$ cat src/sv/bfe_pkg.sv
// ----------------------------------------------------------------------------
// bfe_pkg
// Shared types and constants of the bloom filter engine.
// ----------------------------------------------------------------------------
package bfe_pkg;

    localparam int MAX_BYTES  = 8192;
    localparam int MAX_PROBES = 30;
    localparam int MIN_BYTES  = 8;

    localparam int ADDR_W = $clog2(MAX_BYTES);   // byte address
    localparam int POS_W  = ADDR_W + 3;          // bit position
    localparam int BITS_W = ADDR_W + 4;          // filter size in bits
    localparam int EB_W   = ADDR_W + 1;          // effective byte count

    localparam int HASH_W  = 32;
    localparam int OP_W    = 2;
    localparam int CFG_W   = 14;                 // widest register
    localparam int PROBE_W = 5;
    localparam int IDX_W   = 1;

    localparam int NUM_PROBES_RST   = 6;
    localparam int FILTER_BYTES_RST = 8192;

    // register indexes on the config port
    localparam logic [IDX_W-1:0] REG_FILTER_BYTES = 1'd0;
    localparam logic [IDX_W-1:0] REG_NUM_PROBES   = 1'd1;

    typedef enum logic [OP_W-1:0] {
        OP_INSERT = 2'd0,
        OP_QUERY  = 2'd1,
        OP_CLEAR  = 2'd2,
        OP_NONE   = 2'd3
    } t_op;

    typedef enum logic [2:0] {
        ST_WIPE,
        ST_IDLE,
        ST_MOD,
        ST_RD,
        ST_CHK,
        ST_CLR,
        ST_DONE
    } t_state;

    // remainders handed from the modulo unit to the probe sequencer
    typedef struct packed {
        logic             done;
        logic [POS_W-1:0] hmod;   // key_hash mod bits
        logic [POS_W-1:0] dmod;   // delta mod bits
        logic [POS_W-1:0] wmod;   // 2^32 mod bits
    } t_mod_res;

endpackage

$ cat src/sv/bfe_mod.sv
// ----------------------------------------------------------------------------
// bfe_mod
// Serial remainder unit: hash, delta and 2^32 modulo the filter size, one
// dividend bit per cycle for all three.
// ----------------------------------------------------------------------------
module bfe_mod (
    input  logic                          i_clk,
    input  logic                          i_rst_n,
    input  logic                          i_start,
    input  logic [bfe_pkg::HASH_W-1:0]    i_hash,
    input  logic [bfe_pkg::HASH_W-1:0]    i_delta,
    input  logic [bfe_pkg::BITS_W-1:0]    i_bits,
    output bfe_pkg::t_mod_res             o_res
);
    import bfe_pkg::*;

    localparam int CNT_W = $clog2(HASH_W);

    logic              r_busy;
    logic              r_done;
    logic [CNT_W-1:0]  r_cnt;
    logic [HASH_W-1:0] r_dh;
    logic [HASH_W-1:0] r_dd;
    logic [POS_W-1:0]  r_rh;
    logic [POS_W-1:0]  r_rd;
    logic [POS_W-1:0]  r_rw;

    // one restoring step; r < bits on entry, so one subtract is enough
    function automatic logic [POS_W-1:0] mod_step(input logic [POS_W-1:0] r,
                                                  input logic din,
                                                  input logic [BITS_W-1:0] bits);
        logic [BITS_W-1:0] t;
        logic [BITS_W-1:0] d;
        t = {r, din};
        d = t - bits;
        return (t >= bits) ? d[POS_W-1:0] : t[POS_W-1:0];
    endfunction

    always_ff @(posedge i_clk) begin
        if (!i_rst_n) begin
            r_busy <= 1'b0;
            r_done <= 1'b0;
            r_cnt  <= '0;
        end else begin
            r_done <= 1'b0;
            if (i_start) begin
                r_busy <= 1'b1;
                r_cnt  <= '0;
            end else if (r_busy) begin
                r_cnt <= r_cnt + 1'b1;
                if (r_cnt == CNT_W'(HASH_W - 1)) begin
                    r_busy <= 1'b0;
                    r_done <= 1'b1;
                end
            end
        end
    end

    always_ff @(posedge i_clk) begin
        if (i_start) begin
            r_dh <= i_hash;
            r_dd <= i_delta;
            r_rh <= '0;
            r_rd <= '0;
            r_rw <= POS_W'(1);   // leading one of 2^32
        end else if (r_busy) begin
            r_dh <= {r_dh[HASH_W-2:0], 1'b0};
            r_dd <= {r_dd[HASH_W-2:0], 1'b0};
            r_rh <= mod_step(r_rh, r_dh[HASH_W-1], i_bits);
            r_rd <= mod_step(r_rd, r_dd[HASH_W-1], i_bits);
            r_rw <= mod_step(r_rw, 1'b0, i_bits);
        end
    end

    assign o_res.done = r_done;
    assign o_res.hmod = r_rh;
    assign o_res.dmod = r_rd;
    assign o_res.wmod = r_rw;

endmodule

$ cat config.mk
export PLATFORM = sky130hd
export DESIGN_NAME = bfe_mod
export DESIGN_NICKNAME = d
export VERILOG_FILES = /design/src/sv/bfe_pkg.sv /design/src/sv/bfe_mod.sv
export SDC_FILE = /design/constraint.sdc
export NUM_CORES = 1
export LEC_CHECK = 0
export BUFFER_PORTS_ARGS = -buffer_cell sky130_fd_sc_hd__buf_2
export CAP_MARGIN = 15
export CORE_MARGIN = 3
export CORE_UTILIZATION = 42
export CTS_BUF_LIST = sky130_fd_sc_hd__clkbuf_16
export DETAILED_ROUTE_END_ITERATION = 10
export MAX_ROUTING_LAYER = met4
export PLACE_DENSITY = 0.7
export SYNTH_ARGS = -nofsm -noshare
export SYNTH_HDL_FRONTEND = slang
export SYNTH_SLANG_ARGS = --single-unit
$ cat constraint.sdc
create_clock -name i_clk -period 3.6 [get_ports i_clk]
set_clock_uncertainty 0.15 [all_clocks]
set_input_delay 0.72 -clock i_clk [delete_from_list [all_inputs] [get_ports i_clk]]
set_output_delay 0.72 -clock i_clk [all_outputs]
set_load 0.005 [all_outputs]
Yosys cells after proc, flatten, opt, wreduce, memory -nomap -nowiden --
Cells that the tools add are included.
Operators by class: $add $sub $neg 4, $lt $le $gt $ge 3, equality and inequality tests 1, muxes and demuxes 11, bitwise logic cells 2, reduce and logical (&&, ||, !) cells 3
Operator list (number):
- 32-bit two-way mux | 4
- 17-bit greater-or-equal comparator | 3
- 16-bit two-way mux | 3
- 16-bit subtractor | 3
- 5-bit by 1-bit adder with 5-bit output (second input constant) | 1
- 5-bit == test (second input constant) | 1
- 1-bit two-way mux | 4
- 3-bit OR reduction | 1
- 1-bit NOT | 2
- 2-bit nonzero test | 1
- 2-bit OR reduction | 1
Word-level totals: register bits 119, input bits 84, output and inout port bits 49

Longest topological paths before layout --
Gate-level depths: netlist of run 1.
word-level depth 4, depth in mapped cells 11, depth with buffers taken out 11

Worst setup path before layout of run 1 --
Ideal clock, no wire load.
path kind in2reg, from input i_start, to register r_dd[0] (enable), library setup time 0.418 ns, arrival 2.442 ns, required time 3.032 ns, slack 0.590 ns, stages 4, path buffers 2, path through clkbuf_1 nor2_1 clkbuf_1 inv_1
Between the ends: cells in the longest elaborated chain, start to end 1
RTL lines:
- from (decl) | line bfe_mod.sv:9 | input logic i_start,
- 2-bit nonzero test (no source line)
- to (signal assigned) | line bfe_mod.sv:62 | r_dd <= i_delta;
- to (signal assigned) | line bfe_mod.sv:68 | r_dd <= {r_dd[HASH_W-2:0], 1'b0};
- to (decl) | line bfe_mod.sv:23 | logic [HASH_W-1:0] r_dd;
No other way between the ends. A chain may end at the register's enable or synchronous reset.

Final worst setup path of run 1 --
from input i_bits[1] (netlist name), to register r_rh[1]
Between the ends: cells in the longest elaborated chain, start to end 2
RTL lines:
- from (decl) | line bfe_mod.sv:12 | input logic [bfe_pkg::BITS_W-1:0] i_bits,
- 16-bit subtractor / 17-bit greater-or-equal comparator (equally long branches) | line bfe_mod.sv:35, bfe_mod.sv:36
- 16-bit two-way mux (*) | line bfe_mod.sv:36 | return (t >= bits) ? d[POS_W-1:0] : t[POS_W-1:0];
- to (signal assigned) | line bfe_mod.sv:69 | r_rh <= mod_step(r_rh, r_dh[HASH_W-1], i_bits);
- to (decl) | line bfe_mod.sv:24 | logic [POS_W-1:0] r_rh;
Mark *: on every way between the ends. The rest lies on a longest branch, timed or not.

==> results.cfg, run 1 <==
[run_status]
status = completed

[routing]
vias_per_cell = 5.46
drt-total-wl_um = 18600
drc_errors = 0
postRouteAntennaNets = 0
drtIter0Drc = 414
vias = 6113
firstDrtPassIters = 4
wl_per_cell_um = 16.6

[global_routing]
grt_antenna_before_repair = 0
grt_max_degree = 46
grt_pass1_vias = 5902
grt_remaining_overflow = 0
grt_use_total_pct = 19.8
grt_pass1_wl_um = 30400

[sta]
rsz0062_at_grt = false
finalSetupTns_ns = 0
final.period_utilization_pct = 81.2
final-setup-viol-count = 0
max_freq_mhz = 342
slew_viol_final = 0
holdWs_ns = 0.342
tightest_slew_ns = 0.647
finalCriticalPeriod_ns = 2.92
hold_violations = 0
slew_headroom_pct = 56.4

[pwr]
combPwrFrac_pct = 16.0
p_int_w = 0.00282
ir_drop_v = 0.000351
sw_frac_of_total_pct = 28.3
p_leak_nw = 3.88
p_clk_share_pct = 43.4
seq_power_share_pct = 40.6
switchingPower_w = 0.00111
p_per_area_nw_per_um2 = 434

[placed_design]
numPlacedInstances = 1087
dp_hpwl_um = 13500
placed_area_um2 = 8480
port_buffers = 132
place_congestion = 0.894

[cts]
clock_path_buffers = 2
cts_tree = done
clkSinkCount = 119
clk_pin_slew_ns = 0.06
post_cts_resized = 0
hold_buffers = 0
root_buffer = clkbuf_16
clock_latency_ns = 0.42
cts_buffers = 17
post_cts_buffers = 0
htreeDepth = 4

[floorplan]
dieWidth_um = 140
die-area_um2 = 19600
coreArea_um2 = 17500
io_pins = 133
row_count = 48
start_util_pct = 43.2
die_height_um = 140

[synth]
syn_inst = 751
synth_area_leaders = edfxtp_1 25%, dfxtp_1 15%, mux2_2 9.2%
syn_area_um2 = 7550
synth.net_count = 891
yosysSeqAreaShare_pct = 40.0
synth_edf_count = 64
ys_seq_elements = 119
ys_async_sr_fraction_pct = 0
synth.avg_cell_area_um2 = 10.1
synth_commonest_cells = 64 x edfxtp_1, 62 x mux2_2, 61 x nand2_1
yosysWarnings = 0
yosys.cell_types.count = 73
ys.flop_type = edfxtp_1
yosysMostFrequentCell = edfxtp_1
yosysTopAreaCellShare_pct = 25.4
synth.largest_area_cell = edfxtp_1

[final_layout]
synthToLayoutAreaGrowth_pct = 19.9
final_util_pct = 51.8
final_area_um2 = 9060
fin_cells = 1119
nets = 1021
antenna_cells = 0
drive_above_1_share_pct = 28.3

[setup_path]
crit_top_cell = buf_4
critPathArrivalTime_ns = 3.05
worst_setup_path_start_kind = input pin
criticalPathCategory = in2reg
worstSetupEndpointType = flop
max_stage_delay_ns = 0.34
cp_max_fo = 19
slowest_stage = a21oi_1
cp_top_family = compound AO/OA/AOI/OAI gates
crit_buf_inv = 4
crit_chain = buf_2, inv_1, buf_4, ha_1, nor2b_1, o2111ai_1, a21oi_1, o21ai_1, o21ai_2, buf_4, mux2i_1, a211oi_1
required_ns = 3.73

[worst_hold_path]
hold_class = reg2reg

[job]
max_cap_viol_count = 0
## layout by cell type, fill, tap and decap left out, types with 5 or more instances in the layout
| cell | n |
|---|---|
| clkbuf_16 | 17 |
| buf_4 | 14 |
| a211oi_1 | 14 |
| and3_1 | 8 |
| nand3_1 | 17 |
| buf_2 | 131 |
| o211ai_1 | 11 |
| dfxtp_1 | 55 |
| inv_6 | 9 |
| nor2_1 | 57 |
| mux2_2 | 62 |
| inv_1 | 31 |
| nand2_1 | 61 |
| xor2_1 | 12 |
| xnor2_1 | 20 |
| nand2b_1 | 5 |
| ha_1 | 53 |
| nor3_1 | 10 |
| a21oi_1 | 31 |
| o21ai_0 | 42 |
| edfxtp_1 | 64 |
| a21o_1 | 12 |
| o31ai_1 | 6 |
| a21boi_0 | 5 |
| nand4_1 | 9 |
| o21a_1 | 12 |
| a2bb2oi_1 | 6 |
| nor2b_1 | 5 |
| mux2i_1 | 31 |
## per-layer routing
layer / routed length [um] / part of all wire (%) / up-vias / track usage, %
li1: - / - / 3057 / -
met1: 8540 / 46 / 2867 / 26.0
met2: 8460 / 45 / 162 / 30.2
met3: 1320 / 7.1 / 27 / 5.60
met4: 297 / 1.6 / 0 / 5.66
met5: 0 / 0 / - / -
## power by group through the flow
stage          clock, W  combinational, W  sequential, W
4_1_cts         0.00174          0.000631        0.00160
6_report        0.00171          0.000628        0.00160
2_1_floorplan         0          0.000447        0.00161
5_1_grt         0.00180          0.000698        0.00161
3_5_place_dp          0          0.000626        0.00163
3_3_place_gp          0          0.000616        0.00162
## final timing paths
kind | slack (ns) | end | depth (start not counted) | from
worst max-delay path | 0.68 | r_rh[1] | 12 | i_bits[1]
worst min-delay path | 0.34 | r_rd[11] | 2 | r_rd[11]
worst max register to register | 0.81 | r_rd[5] | 9 | r_rd[0]
worst min register to register | 0.34 | r_rd[11] | 2 | r_rd[11]
## through the flow
step | setup slack, ns | total power, W
global route | 0.414 | 0.00411
finish | 0.678 | 0.00393
floorplan | 0.590 | 0.00206
CTS | 0.723 | 0.00397
global placement | 0.335 | 0.00224
detailed placement | 0.286 | 0.00225
## cells by family after synthesis
family | after synthesis | share of synthesized area (%)
AOI/OAI and AO/OA | 184 | 17.0
xor gates and xnor gates | 32 | 3.71
adders and majority gates | 56 | 9.57
muxes | 93 | 13.3
DFF | 119 | 40.0
and+or+nand+nor | 199 | 12.6
buffers and inverters | 68 | 3.69
## worst reg2reg max path: cells and delay by family (launching register included)
kind / cells / cell delay, ns
buffers and inverters: 1 / 0.21
multiplexers: 1 / 0.22
AO/OA/AOI/OAI: 4 / 1.01
adder cells (fa/ha/maj): 1 / 0.31
AND/OR/NAND/NOR: 2 / 0.36
flip-flops: 1 / 0.37
## final cells by class
cell class	count	area [um^2]
clock buffers	17	425
clock inverters	15	151
fillers	1603	8420
inverters	32	120
multi-input cells	564	4260
flip-flops and latches	119	3020
well taps	225	282
repair buffers	147	801
## flip-flops by register name, indices dropped and copies added, names as in the netlist
signal / flops
r_dd: 32
r_dh: 32
r_rd: 16
r_rh: 16
r_rw: 16
r_cnt: 5
r_busy: 1
r_done: 1
No activity file was read; power rests on OpenSTA's default activity.
==> run 2: changes to the inputs <==
--- a/config.mk
+++ b/config.mk
@@ -12,7 +12,7 @@
 export CTS_BUF_LIST = sky130_fd_sc_hd__clkbuf_16
 export DETAILED_ROUTE_END_ITERATION = 10
 export MAX_ROUTING_LAYER = met4
-export PLACE_DENSITY = 0.7
+export PLACE_DENSITY = 0.72
 export SYNTH_ARGS = -nofsm -noshare
 export SYNTH_HDL_FRONTEND = slang
 export SYNTH_SLANG_ARGS = --single-unit
==> constraint.sdc (replaced) <==
create_clock -name i_clk -period 2.6 [get_ports i_clk]
set_clock_uncertainty 0.15 [all_clocks]
set_input_delay 0.52 -clock i_clk [delete_from_list [all_inputs] [get_ports i_clk]]
set_output_delay 0.52 -clock i_clk [all_outputs]
set_load 0.005 [all_outputs]
==> run 2 against run 1 <==
  * Global-route usage is 1.5 points higher
  * Setup slack worse by 0.65 ns
  * Sequential power is 39% higher
  * Flip-flop and latch count stayed put
  * Largest cell class unchanged
  * Largest power group unchanged
==> results.cfg, run 2 (synthesized netlist as in run 1, its figures left out) <==
[sta]
final-setup-viol-count = 0
finalCriticalPeriod_ns = 2.58
setup_slack_ns = 0.0226
slew_headroom_pct = 67.6
final.period_utilization_pct = 99.1
hold_violations = 0
slew_viol_final = 0
tightest_slew_ns = 0.481
max_freq_mhz = 388
rsz0062_at_grt = true

[setup_path]
slowest_stage = ha_1
worstSetupStartpoint = i_bits[1]
max_stage_delay_ns = 0.33
crit_buf_inv = 3
r2r_start = r_dh[31]
cp_max_fo = 12
r2r_end = r_rh[14]
crit_chain = buf_2, clkinvlp_4, ha_1, nor2b_1, o31a_1, o41ai_4, o22a_1, a31oi_2, buf_12, mux2i_1, a211oi_1
crit_path_end = r_rw[6]
r2r_cells = 11
critPathArrivalTime_ns = 2.75
worstSetupEndpointType = flop
required_ns = 2.78
criticalPathCategory = in2reg
worst_setup_path_start_kind = input pin
rrSetupSlack_ns = 0.06
cp.depth = 11
cp_top_family = compound AO/OA/AOI/OAI gates

[global_routing]
grt_antenna_before_repair = 3
grt_max_degree = 60
grt_use_total_pct = 21.3
grt_pass1_vias = 6430
grt_remaining_overflow = 0
grt_pass1_wl_um = 32700

[floorplan]
coreArea_um2 = 17500
io_pins = 133
start_util_pct = 43.2
row_count = 48
die-area_um2 = 19600
dieWidth_um = 140
die_height_um = 140

[placed_design]
placed_area_um2 = 9430
numPlacedInstances = 1203
pre_cts_ws_ns = -0.397
port_buffers = 132
dp_hpwl_um = 15300
place_congestion = 0.967

[final_layout]
synthToLayoutAreaGrowth_pct = 36.5
nets = 1142
nFillCells = 1435
final_area_um2 = 10300
multi_input_area_um2 = 4490
fin_cells = 1243
drive_above_1_share_pct = 40.0
reg_top3 = r_dd: 32 flops, r_dh: 32 flops
layout_common_cells = 131 x buf_2, 127 x buf_4, 64 x edfxtp_1
mostFrequentLayoutCell = buf_2
seqCellArea_um2 = 3030

[cts]
clock_path_buffers = 2
clkSinkCount = 119
clock_latency_ns = 0.42
hold_buffers = 0
root_buffer = clkbuf_16
clk_pin_slew_ns = 0.06
htreeDepth = 4
cts_buffers = 17
cts_tree = done

[routing]
firstDrtPassIters = 5
drt-total-wl_um = 21100
vias = 6736
postRouteAntennaNets = 0
wl_per_cell_um = 17.0
drtIter0Drc = 346
drc_errors = 0
vias_per_cell = 5.42

[pwr]
p_per_area_nw_per_um2 = 553
p_leak_nw = 4.54
ir_drop_v = 0.000533

[job]
max_cap_viol_count = 0

[worst_hold_path]
hold_class = in2reg

[run_status]
status = completed
==> run 2: cell count changes in the layout (fill, tap and decap cells not counted), sizes merged <==
| cell | previous run | this run |
|---|---|---|
| clkinvlp | 2 | 4 |
| clkbuf | 17 | 19 |
| diode | 0 | 3 |
| buf | 147 | 266 |
| inv | 43 | 41 |
==> run 2: where the power goes <==
group	internal, W	switching [W]
Combinational	0.000570	0.000555
Clock	0.00136	0.000996
Sequential	0.00215	0.0000704
==> run 2: cell type report <==
cell class	instances	share of cell area, %
sequential	119	29.3
inverter	32	1.24
clock inverter	15	1.51
multi-input combinational	564	43.6
clock buffer	17	4.13
antenna	3	0.0728
tap	225	2.73
timing repair buffer	268	17.4
==> run 2: timing repair <==
| item | 4_1_cts | 5_1_grt |
|---|---|---|
| cloned | 0 | 2 |
| endpoints found under the setup margin | 5 | 33 |
| hold endpoints to repair | 0 | 0 |
| pin swaps | 1 | 16 |
| setup buffers | 0 | 3 |
| gates resized for setup | 3 | 45 |
==> run 2: routing by layer <==
metal	track usage (%)	vias to the layer above	share of wire (%)
met5	-	-	0
met4	5.92	0	1.7
met3	5.91	32	6.9
met2	34.2	202	47
met1	26.7	3189	44
li1	-	3313	-
==> run 2: worst min path at each step <==
| stage | start | end | slack [ns] | cells after the start |
|---|---|---|---|---|
| floorplan | r_cnt[4] | r_cnt[4] | 0.32 | 2 |
| global placement | r_rd[11] | r_rd[11] | 0.33 | 2 |
| global route | i_rst_n | r_busy | 0.19 | 2 |
| detailed placement | r_rd[2] | r_rd[2] | 0.33 | 2 |
| finish | i_rst_n | r_busy | 0.20 | 2 |
| CTS | i_rst_n | r_busy | 0.18 | 2 |
==> run 2: per-stage QoR <==
stage / util, % / total power [W] / hold WS [ns] / TNS, ns
final: 59.0 / 0.00570 / 0.195 / 0
after global routing: 59.0 / 0.00595 / 0.186 / -0.484
after CTS: 57.4 / 0.00568 / 0.179 / 0
after detailed placement: 54.0 / 0.00331 / 0.327 / -13.28
after global placement: 54.0 / 0.00328 / 0.326 / -11.31
after floorplan: - / 0.00286 / 0.317 / -1.30
==> run 3: changes to the inputs <==
--- a/config.mk
+++ b/config.mk
@@ -12,7 +12,8 @@
 export CTS_BUF_LIST = sky130_fd_sc_hd__clkbuf_16
 export DETAILED_ROUTE_END_ITERATION = 10
 export MAX_ROUTING_LAYER = met4
-export PLACE_DENSITY = 0.72
+export PLACE_DENSITY = 0.7
+export SETUP_SLACK_MARGIN = 0.5
 export SYNTH_ARGS = -nofsm -noshare
 export SYNTH_HDL_FRONTEND = slang
 export SYNTH_SLANG_ARGS = --single-unit
==> constraint.sdc (replaced) <==
create_clock -name i_clk -period 2.7 [get_ports i_clk]
set_clock_uncertainty 0.15 [all_clocks]
set_input_delay 0.54 -clock i_clk [delete_from_list [all_inputs] [get_ports i_clk]]
set_output_delay 0.54 -clock i_clk [all_outputs]
set_load 0.005 [all_outputs]
==> run 3 against run 2 <==
  * Global-route usage is 1.5 points higher
  * Die area is the same
  * Sequential share of layout area shrank 1.6 points
  * Critical path depth grew 5
  * Flip-flop and latch count unchanged
  * Worst hold slack better by 0.0081 ns
  * Sequential power is 4% lower
  * Via count increased by 3.7%
  * Largest cell class unchanged
  * Largest power group unchanged
  * Highest routed layer unchanged
==> results.cfg, run 3 (synthesized netlist as in run 1, its figures left out) <==
[sta]
final-setup-viol-count = 0
slew_headroom_pct = 70.1
hold_violations = 0
slew_viol_final = 0
tightest_slew_ns = 0.447
finalSetupTns_ns = 0
holdWs_ns = 0.204
max_freq_mhz = 381
setup_slack_ns = 0.0782
rsz0062_at_grt = true
finalCriticalPeriod_ns = 2.62
final.period_utilization_pct = 97.1

[final_layout]
mostFrequentLayoutCell = buf_2
seqCellArea_um2 = 3040
nets = 1160
multi_input_area_um2 = 4810
reg_top3 = r_dd: 32 flops, r_dh: 32 flops
layout_common_cells = 129 x buf_2, 119 x buf_4, 64 x edfxtp_1
synthToLayoutAreaGrowth_pct = 45.2
drive_above_1_share_pct = 47.2
nFillCells = 1352
antenna_cells = 0

[routing]
vias_per_cell = 5.55
postRouteAntennaNets = 0
drc_errors = 0
wl_per_cell_um = 18.3
drtIter0Drc = 363
drt-total-wl_um = 23000
vias = 6988
firstDrtPassIters = 4

[cts]
clock_path_buffers = 2
root_buffer = clkbuf_16
cts_buffers = 17
clk_pin_slew_ns = 0.06
htreeDepth = 4
clkSinkCount = 119
clock_latency_ns = 0.43
cts_tree = done

[pwr]
combPwrFrac_pct = 21.1
p_clk_share_pct = 40.3
p_per_area_nw_per_um2 = 505
switchingPower_w = 0.00164
seq_power_share_pct = 38.6
p_leak_nw = 4.69
finalPower_w = 0.00554
ir_drop_v = 0.000463
sw_frac_of_total_pct = 29.6
p_int_w = 0.00390

[floorplan]
start_util_pct = 43.2
die-area_um2 = 19600
coreArea_um2 = 17500
die_height_um = 140
dieWidth_um = 140
row_count = 48
io_pins = 133

[placed_design]
place_congestion = 0.910
dp_hpwl_um = 14900
pre_cts_ws_ns = -0.282
port_buffers = 132

[global_routing]
grt_use_total_pct = 22.8
grt_pass1_vias = 6845
grt_remaining_overflow = 0
grt_pass1_wl_um = 34800
grt_max_degree = 85
grt_antenna_before_repair = 0

[job]
max_cap_viol_count = 0

[setup_path]
required_ns = 2.90
worstSetupEndpointType = flop
critPathArrivalTime_ns = 2.83
slowest_stage = ha_4
worst_setup_path_start_kind = input pin
criticalPathCategory = in2reg
max_stage_delay_ns = 0.33
crit_top_cell = buf_6
cp_max_fo = 4
crit_chain = buf_6, clkinvlp_4, ha_4, and3_4, nand3_4, buf_6, buf_6, buf_6, buf_6, buf_6, buf_6, buf_6, buf_6, o211ai_1, nand4_1, o21ai_1
cp_top_family = buffers and inverters
crit_buf_inv = 10

[run_status]
status = completed

[worst_hold_path]
hold_class = in2reg
run 3: changes by cell type in the layout (fill, tap and decap cells not counted), sizes merged:
cell      delta
buf         +19
inv          -1
clkinvlp     +1
diode        -3
clkinv       +1
clkbuf       -1
bufinv       -1
run 3: area by class of cell:
class / instances / area share [%]
multi-input combinational: 564 / 43.9
inverter: 32 / 1.20
clock buffer: 17 / 3.88
timing repair buffer: 286 / 19.3
sequential: 119 / 27.8
tap: 225 / 2.57
clock inverter: 15 / 1.38
run 3: repair_timing:
| action | CTS | global route |
|---|---|---|
| setup endpoints to repair | 48 | 48 |
| pin swaps | 36 | 32 |
| hold buffers | 0 | 0 |
| gates cloned | 4 | 1 |
| resized for setup | 112 | 50 |
| buffers inserted | 24 | 11 |
run 3: stage by stage:
stage	instance area, um^2	instances	utilization [%]
after detailed placement	9350	1186	53.5
final	11000	1258	62.8
after floorplan	7680	751	-
after CTS	10700	1246	61.0
after global routing	11000	1258	62.8
after global placement	9350	1186	53.5
run 3: routing by layer:
metal	part of all wire (%)	track usage, %
met1	42	28.1
met5	0	-
met4	3.3	8.77
met2	47	35.8
met3	7.0	6.35
run 3: power by group through the flow:
stage	sequential [W]	clock (W)	combinational, W
global placement	0.00217	0	0.000980
floorplan	0.00215	0	0.000620
finish	0.00214	0.00223	0.00117
global route	0.00215	0.00236	0.00127
CTS	0.00214	0.00228	0.00111
detailed placement	0.00217	0	0.00100
run 3: worst paths after layout:
| check | from | to | slack, ns | depth (start not counted) |
|---|---|---|---|---|
| hold / removal | i_rst_n | r_busy | 0.20 | 2 |
| setup reg to reg | r_rw[8] | r_rw[15] | 0.12 | 14 |
| hold reg to reg | r_rw[11] | r_rw[11] | 0.32 | 2 |
| setup / recovery | i_bits[10] | r_rw[15] | 0.08 | 16 |
